`src/hw/rtl/dmt_ram.sv`:
```
module dmt_ram #(
    parameter int W = 8,
    parameter int D = 32
) (
    input  logic                 clk,
    input  logic                 en,
    input  logic                 we,
    input  logic [$clog2(D)-1:0] addr,
    input  logic [W-1:0]         wdata,
    output logic [W-1:0]         rdata
);
    logic [W-1:0] mem [D];

    always_ff @(posedge clk)
    begin
        if (en)
        begin
            if (we)
                mem[addr] <= wdata;
            else
                rdata <= mem[addr];
        end
    end
endmodule

```
`config.mk`:
```
export PLATFORM = sky130hd
export DESIGN_NAME = dmt_ram
export DESIGN_NICKNAME = d
export VERILOG_FILES = /design/src/hw/rtl/dmt_ram.sv
export SDC_FILE = /design/constraint.sdc
export NUM_CORES = 1
export LEC_CHECK = 0
export BUFFER_PORTS_ARGS = -buffer_cell sky130_fd_sc_hd__buf_2
export CAP_MARGIN = 10
export CORE_MARGIN = 2
export CORE_UTILIZATION = 51
export CTS_CLUSTER_SIZE = 24
export DETAILED_ROUTE_END_ITERATION = 12
export GPL_TIMING_DRIVEN = 0
export PLACE_DENSITY_LB_ADDON = 0.15
export SLEW_MARGIN = 20
export SYNTH_ARGS = -nofsm -noshare
export SYNTH_HDL_FRONTEND = slang
export SYNTH_SLANG_ARGS = --single-unit
```
`constraint.sdc`:
```
create_clock -name clk -period 3.74 [get_ports clk]
set_clock_uncertainty 0.1 [all_clocks]
set_input_delay 0.561 -clock clk [delete_from_list [all_inputs] [get_ports clk]]
set_output_delay 0.561 -clock clk [all_outputs]
set_load 0.005 [all_outputs]
```
==> metrics list, run 1 <==
- Sequential cell area: just under 8000 um^2
- Summed over all layers, the routed wires come to 22.4 mm.
- Counting tap cells, the placed design contains a total of 866 instances.
- In the post-synthesis netlist, the biggest area contributors are sky130_fd_sc_hd__edfxtp_1, sky130_fd_sc_hd__mux2i_1, sky130_fd_sc_hd__o22ai_1.
* Global-route congestion overflow total: 0
- Antenna diode count: 0
- GRT met2 Usage: 0.329
* CTS sink cnt: 264
- Final hold vios: 0
* Relative area change from synthesis to final layout: 12.2%
- The mapped netlist covers 10300 um^2.
- Clock-pin slew was measured on the worst setup and hold paths at 50 ps.
- On the critical path, the stage with the largest delay is an instance of sky130_fd_sc_hd__nor2_1.
* Antenna violations before repair: 0
- The cell family contributing the most delay on the critical path is simple AND/OR/NAND/NOR gates.
- For this configuration, the core starts out at a cell density of 0.524.
* Row count: between 50 and 60
* First-pass GRT wire length: 33.5 mm
- Buffers inserted during clock tree synthesis total 27.
- Across the VDD grid, the largest voltage drop is between 0.0004 and 0.0005 V.
- FFs w/ async S/R, synth: 0
* Finished Layout Cells: 915
- Sum of negative setup slack: 0 ps
- Data on the critical path arrives at its endpoint at 2840 ps.
- Layer with the highest usage: met2
* Min setup slack post-route: approximately 940 ps
- Number of nets in the layout: ~650
- The tool flagged a number of max-cap violations equal to 0.
* Later-pin clock latency in the skew report: 520 ps
* Proportion of synthesized chip area in sequential cells: 0.770
- Leaving out fill and tap cells, the most frequent cells in the layout are sky130_fd_sc_hd__edfxtp_1, sky130_fd_sc_hd__mux2i_1, sky130_fd_sc_hd__o22ai_1, sky130_fd_sc_hd__buf_2, sky130_fd_sc_hd__nor2_1.
- Critical path buffer and inverter count: 3
- Summing all non-filler instances in the final layout gives an area of 11500 um^2.
* Post-CTS setup buffers: 0
- In the routed design, unresolved DRC markers number 0.
- Post-synth top area cell: sky130_fd_sc_hd__edfxtp_1
* Mapped Nets: 596
* Initial DRT Pass Iterations: 5
- Die width: 146 um
* Number of setup violations in the final report: 0
* Area of the core region: 19700 um^2
* Total Routing Usage GR: 0.212
- For met3 alone, demand over resource in global routing was 0.0378.
* Final estimated routing congestion in global placement: 0.869
* Post-DRT Antenna Nets: 0
* Maximum number of buffers from clock root to sink: 3
* Routed length per instance: 24.4 um
- Number of resized instances in the post-cts repair step: 0
* Highest cell delay on the worst timing path: 830 ps
* TritonCTS clock tree: yes
- Top cell by count, worst path: sky130_fd_sc_hd__buf_2
* Most frequent standard cell in the layout excluding fill and tap cells: sky130_fd_sc_hd__edfxtp_1
- The placed instances occupy a cell area of 10700 um^2.
- Port buffering added 21 buffers.
* Tcrit/Tclk final: 0.748
* Die ar.: 21300 um^2
- In this run, post-CTS hold repair placed 0 buffers.
- Cell Chain, Critical Path: clkbuf_1, buf_2, buf_2, nand4_1, nor2_1
- Synthesis produced 580 cells.
- The floorplan step set the die height to 146 um.
- In the final layout, the share of cells above drive strength 1 is 0.132.
- For this design the ratio of total power to cell area is a little over 500 nW/um^2.
- 24 I/O pins were placed.
- CTS H-tree depth: 1
- Endpoint kind of the worst setup timing path: flop
* Largest net degree at the start of global routing: 33
- The tightest min-delay check is of the input port to flop type.
- Starting DRT DRC Count: 596
- Count of state elements after synthesis: around 260
- Worst slew margin relative to its limit: 0.364
* Dominant register cell in the synthesized netlist: sky130_fd_sc_hd__edfxtp_1
- CP startpoint kind: input port
* Start-to-end type of the worst setup path: input port to flop
* Half-perimeter wire length of the detailed placement result: 14.7 mm
- Across all hold checks on the routed design, the worst slack comes to 489 ps.
- Via count of the first global-routing pass: 5352
- In this run, distinct cell masters in the synthesized netlist total 23.
- For this run, global-route usage on met1 was measured as 0.317.
* RSZ-0062 raised after global routing: no
- Max Clk Rate: around 0.36 GHz
- Syn Area/Cell: between 15 and 20 um^2
* Yosys top cell area share: 0.770
- Synthesis Warnings: 0
- Summing all multi-input logic gate instances after layout gives between 2000 and 2500 um^2.
- Across all layers, the routed design uses 5413 vias.
* Largest driver fanout on the critical path: 10
- In this run, synthesis inferred 264 flip-flops with an integrated enable.
- At the pin with the least slew margin, the transition time is 953 ps.
- Data on the critical path is required at its endpoint by 3780 ps.
- CTS placed an instance of sky130_fd_sc_hd__clkbuf_16 at the clock tree root.
- The final count of pins violating max slew was 0.
- Dividing the detail-routed via count by the number of cells gives 5.92.
* Final-layout fill cell count: around 1500
- Leak Pwr: 3.95 nW
* Result of the run: finished clean
- Setup slack at placement: 236 ps
* Clock period minus worst slack: 2800 ps
-- flip-flops by register name, summed over array words and instances, names as in the netlist --
name	count
mem	256
rdata	8
-- path summary, 6_finish.rpt --
path	to	slack, ps	start	cells after the start
setup / recovery	mem[3][6]	940	addr[1]	5
hold / removal	mem[14][6]	490	wdata[6]	1
setup reg to reg	rdata[1]	1800	mem[23][1]	4
hold reg to reg	rdata[3]	660	mem[28][3]	4
-- worst register-to-register path: cells and delay by family (launching register included) --
| family | cells | cell delay, ps |
|---|---|---|
| and+or+nand+nor | 2 | 870 |
| muxes | 1 | 180 |
| AOI/OAI and AO/OA | 1 | 160 |
| DFF | 1 | 350 |
-- per-stage QoR --
stage	power, mW	utilization
2_1_floorplan	3.50	-
3_3_place_gp	3.62	0.546
3_5_place_dp	3.62	0.546
4_1_cts	6.01	0.587
5_1_grt	6.16	0.587
6_report	5.97	0.587
-- cell type report --
type | instances | share of cell area
clock buffer | 34 | 0.0608
buffer | 35 | 0.0150
sequential | 264 | 0.687
clock inverter | 15 | 0.00813
multi-input combinational | 281 | 0.191
tap | 265 | 0.0287
timing repair buffer | 21 | 0.00911
-- layer usage --
metal | part of all wire | wire length [um]
met1 | 0.45 | 10100
met5 | 0 | 0
met3 | 0.070 | 1560
met4 | 0.019 | 422
met2 | 0.46 | 10300
-- power by group --
group          switching [mW]  internal (mW)  leakage [nW]  total (mW)
combinational           0.187         0.0857          1.18       0.273
sequential            0.00522           3.28          2.38        3.29
clock                    1.02           1.39         0.390        2.40
-- cells by family after synthesis --
logic type	synth area share
DFF	0.770
and+or+nand+nor	0.0494
buffers and inverters	0.0168
muxes	0.125
AOI/OAI and AO/OA	0.0389
-- Yosys cell counts, drive strengths merged (2+ instances only) --
cell type and n:
edfxtp 264, mux2i 128, o22ai 64, nor2 31, buf 26, nor4 16, nand2 13, clkbuf 9
nand4bb 5, nand4b 4, nor3 4, or4b 4, nand3b 2, nand4 2, or3 2, or3b 2
No activity file was read; power rests on OpenSTA's default activity.
==> run 2: changes to the inputs <==
==> constraint.sdc (replaced) <==
create_clock -name clk -period 2.5 [get_ports clk]
set_clock_uncertainty 0.1 [all_clocks]
set_input_delay 0.375 -clock clk [delete_from_list [all_inputs] [get_ports clk]]
set_output_delay 0.375 -clock clk [all_outputs]
set_load 0.005 [all_outputs]
==> run 2 against run 1 <==
Effect of this change: wire length grew 0.50%; largest power group unchanged; clock-buffer cell count unchanged; global-route usage barely moved; clock power up 50%; sequential share of layout area down 0.37 points; die area unchanged; flip-flop and latch count did not move.
==> metrics list, run 2 (synthesis results as in run 1) <==
- Initial core utilization: 0.524
- RSZ-0062 raised after global routing: no
- Die width: 146 um
* Number of flip-flops under the largest register name: 256
* Aggregate routed wire length: 22.5 mm
- Along the worst path, the maximum fanout reaches 10.
* CTS sink cnt: roughly 260
- Clock power share: 0.403
- The worst setup path is launched from an input port.
* Number of buffers created by CTS: 27
* Clock period minus worst slack: 2450 ps
- Worst slew margin relative to its limit: 0.326
* IO Count: 24
* Number of vias after detailed routing: between 5000 and 6000
- For the pin with the worst max-slew slack, the measured transition is 1010 ps.
- Starting DRT DRC Count: 565
* Slew Viols, Final: 0
* Maximum number of buffers from clock root to sink: 3
* Later-pin clock latency in the skew report: 520 ps
* Clock slew at the register clock pins of the worst setup and hold paths: 60 ps
* Endpoint kind of the worst setup timing path: flop
* Final estimated routing congestion in global placement: 0.869
* Finished Layout Cells: between 900 and 1000
- For this run, the top clock speed supported by timing is 0.409 GHz.
- Via count of the first global-routing pass: 5362
* Worst hold path type: input port to flop
- Summed over all nets, the half-perimeter wirelength after detailed placement is 14.7 mm.
- Switching power total: 1.82 mW
- Highest-count cells in the layout ignoring fill and taps: sky130_fd_sc_hd__edfxtp_1, sky130_fd_sc_hd__mux2i_1, sky130_fd_sc_hd__o22ai_1, sky130_fd_sc_hd__buf_2, sky130_fd_sc_hd__clkbuf_16
- Max-capacitance violation count: 0
- The worst setup path is of the input port to flop kind.
- Arrival time at the worst endpoint: 2580 ps
* Most frequent standard cell in the layout excluding fill and tap cells: sky130_fd_sc_hd__edfxtp_1
- Dividing the final minimum period by the clock period gives 0.979.
- The initial antenna violation count came to 0.
- In this run the remaining antenna-violating nets after routing total 0.
- The first detailed-routing pass took 7 iterations.
- Final hold vios: 0
* Leading registers by flop count: mem: 256 flops, rdata: 8 flops
- Largest vdd supply drop: 0.000637 V
- For the final routed database, the setup TNS stands at 0 ps.
- After global routing the overflow that remains totals 0.
- Placed Cells incl. Taps: 866
- The first global-routing pass estimated 33.5 mm of wire.
* Die ar.: roughly 21000 um^2
- More flip-flops sit in one register than any other, and that register is mem.
* Int Pwr: 7.12 mW
- TritonCTS clock tree: yes
- In this run the clock root is driven by a sky130_fd_sc_hd__clkbuf_16.
* Layout cells sized above 1: 0.149
* Share of total power in combinational logic: 0.046
* Count of input and output buffers: 21
- The repair_antennas step left the layout with diodes totalling 0.
- Number of nets in the layout: between 600 and 700
- From bottom edge to top edge, the die measures 146 um.
- Largest net degree at the start of global routing: 33
- Area of the core region: 19700 um^2
* Row count: 51
- Setup violations remaining at the end of the flow were counted as 0.
- Fraction of the core area covered by cells at the end of the flow: 0.590
- Non-Filler Cell Area, Final: 11600 um^2
- Count of unresolved DRC violations after routing: 0
- Placement-stage cell area: 10700 um^2
* Routed length per instance: roughly 24 um
- Result of the run: finished clean
* PD cells: slightly below 800 nW/um^2
- At the worst endpoint, the required time is 2640 ps.
- The share of total power dissipated in sequential elements is 0.551.
- For this design the static power due to leakage is just under 4 nW.
* Total Routing Usage GR: 0.212
- CTS H-tree depth: 1
- Via-per-instance ratio: between 5 and 6
* Net switching fraction of the power: 0.203
- Relative area change from synthesis to final layout: 12.8%
==> run 2: changes by cell type in the layout (fill, tap and decap cells not counted), moves of 2 or more <==
cell and delta:
sky130_fd_sc_hd__nor2_2 +5, sky130_fd_sc_hd__nor2_4 +2, sky130_fd_sc_hd__nor2_1 -7, sky130_fd_sc_hd__buf_4 +3
==> run 2: what timing repair did <==
action	in CTS	in global routing
gates resized for setup	3	9
setup buffers	0	3
pin swaps	0	1
hold buffers	0	0
endpoints found under the setup margin	24	58
==> run 2: final cells by class <==
class | instances | area (um^2)
flip-flops and latches | 264 | 7930
fillers | 1510 | 8050
clock buffers | 34 | 702
plain buffers | 35 | 173
multi-input cells | 281 | 2250
clock inverters | 15 | 93.8
well taps | 265 | 332
repair buffers | 24 | 128
==> run 2: worst paths after layout <==
kind                    from         end  slack, ps  depth (start not counted)
setup reg to reg  mem[23][1]    rdata[1]        570                          4
hold reg to reg   mem[28][3]    rdata[3]        660                          4
hold / removal      wdata[7]  mem[12][7]        290                          1
setup / recovery     addr[1]    rdata[1]         50                          7
==> run 2: per-layer routing <==
layer / share of wire / global-route usage / routed length [um] / vias up
li1: - / - / - / 2450
met4: 0.020 / 0.0471 / 446 / 0
met3: 0.077 / 0.0378 / 1740 / 31
met5: 0 / 0 / 0 / -
met1: 0.44 / 0.317 / 9950 / 2737
met2: 0.46 / 0.330 / 10300 / 201
==> run 2: critical path: stages <==
cell,delay [ps]
sky130_fd_sc_hd__clkbuf_1,290
sky130_fd_sc_hd__buf_2,280
sky130_fd_sc_hd__buf_2,380
sky130_fd_sc_hd__mux2i_1,240
sky130_fd_sc_hd__o22ai_1,160
sky130_fd_sc_hd__nor4_1,710
sky130_fd_sc_hd__nand2_1,130
==> run 2: stage by stage <==
stage                     total power [mW]  worst slack [ps]  hold slack (ps)
after global routing                  9.22              48.5              319
after floorplan                       5.24               142              374
after detailed placement              5.42              -818              649
final                                 8.94              53.7              289
after CTS                             9.00             -60.5              289
after global placement                5.41              -709              666
==> run 2: power by group through the flow <==
stage / combinational, mW / sequential [mW] / clock (mW)
floorplan: 0.222 / 5.01 / 0
CTS: 0.409 / 4.92 / 3.67
detailed placement: 0.407 / 5.01 / 0
finish: 0.415 / 4.92 / 3.60
global placement: 0.398 / 5.01 / 0
global route: 0.445 / 4.92 / 3.85
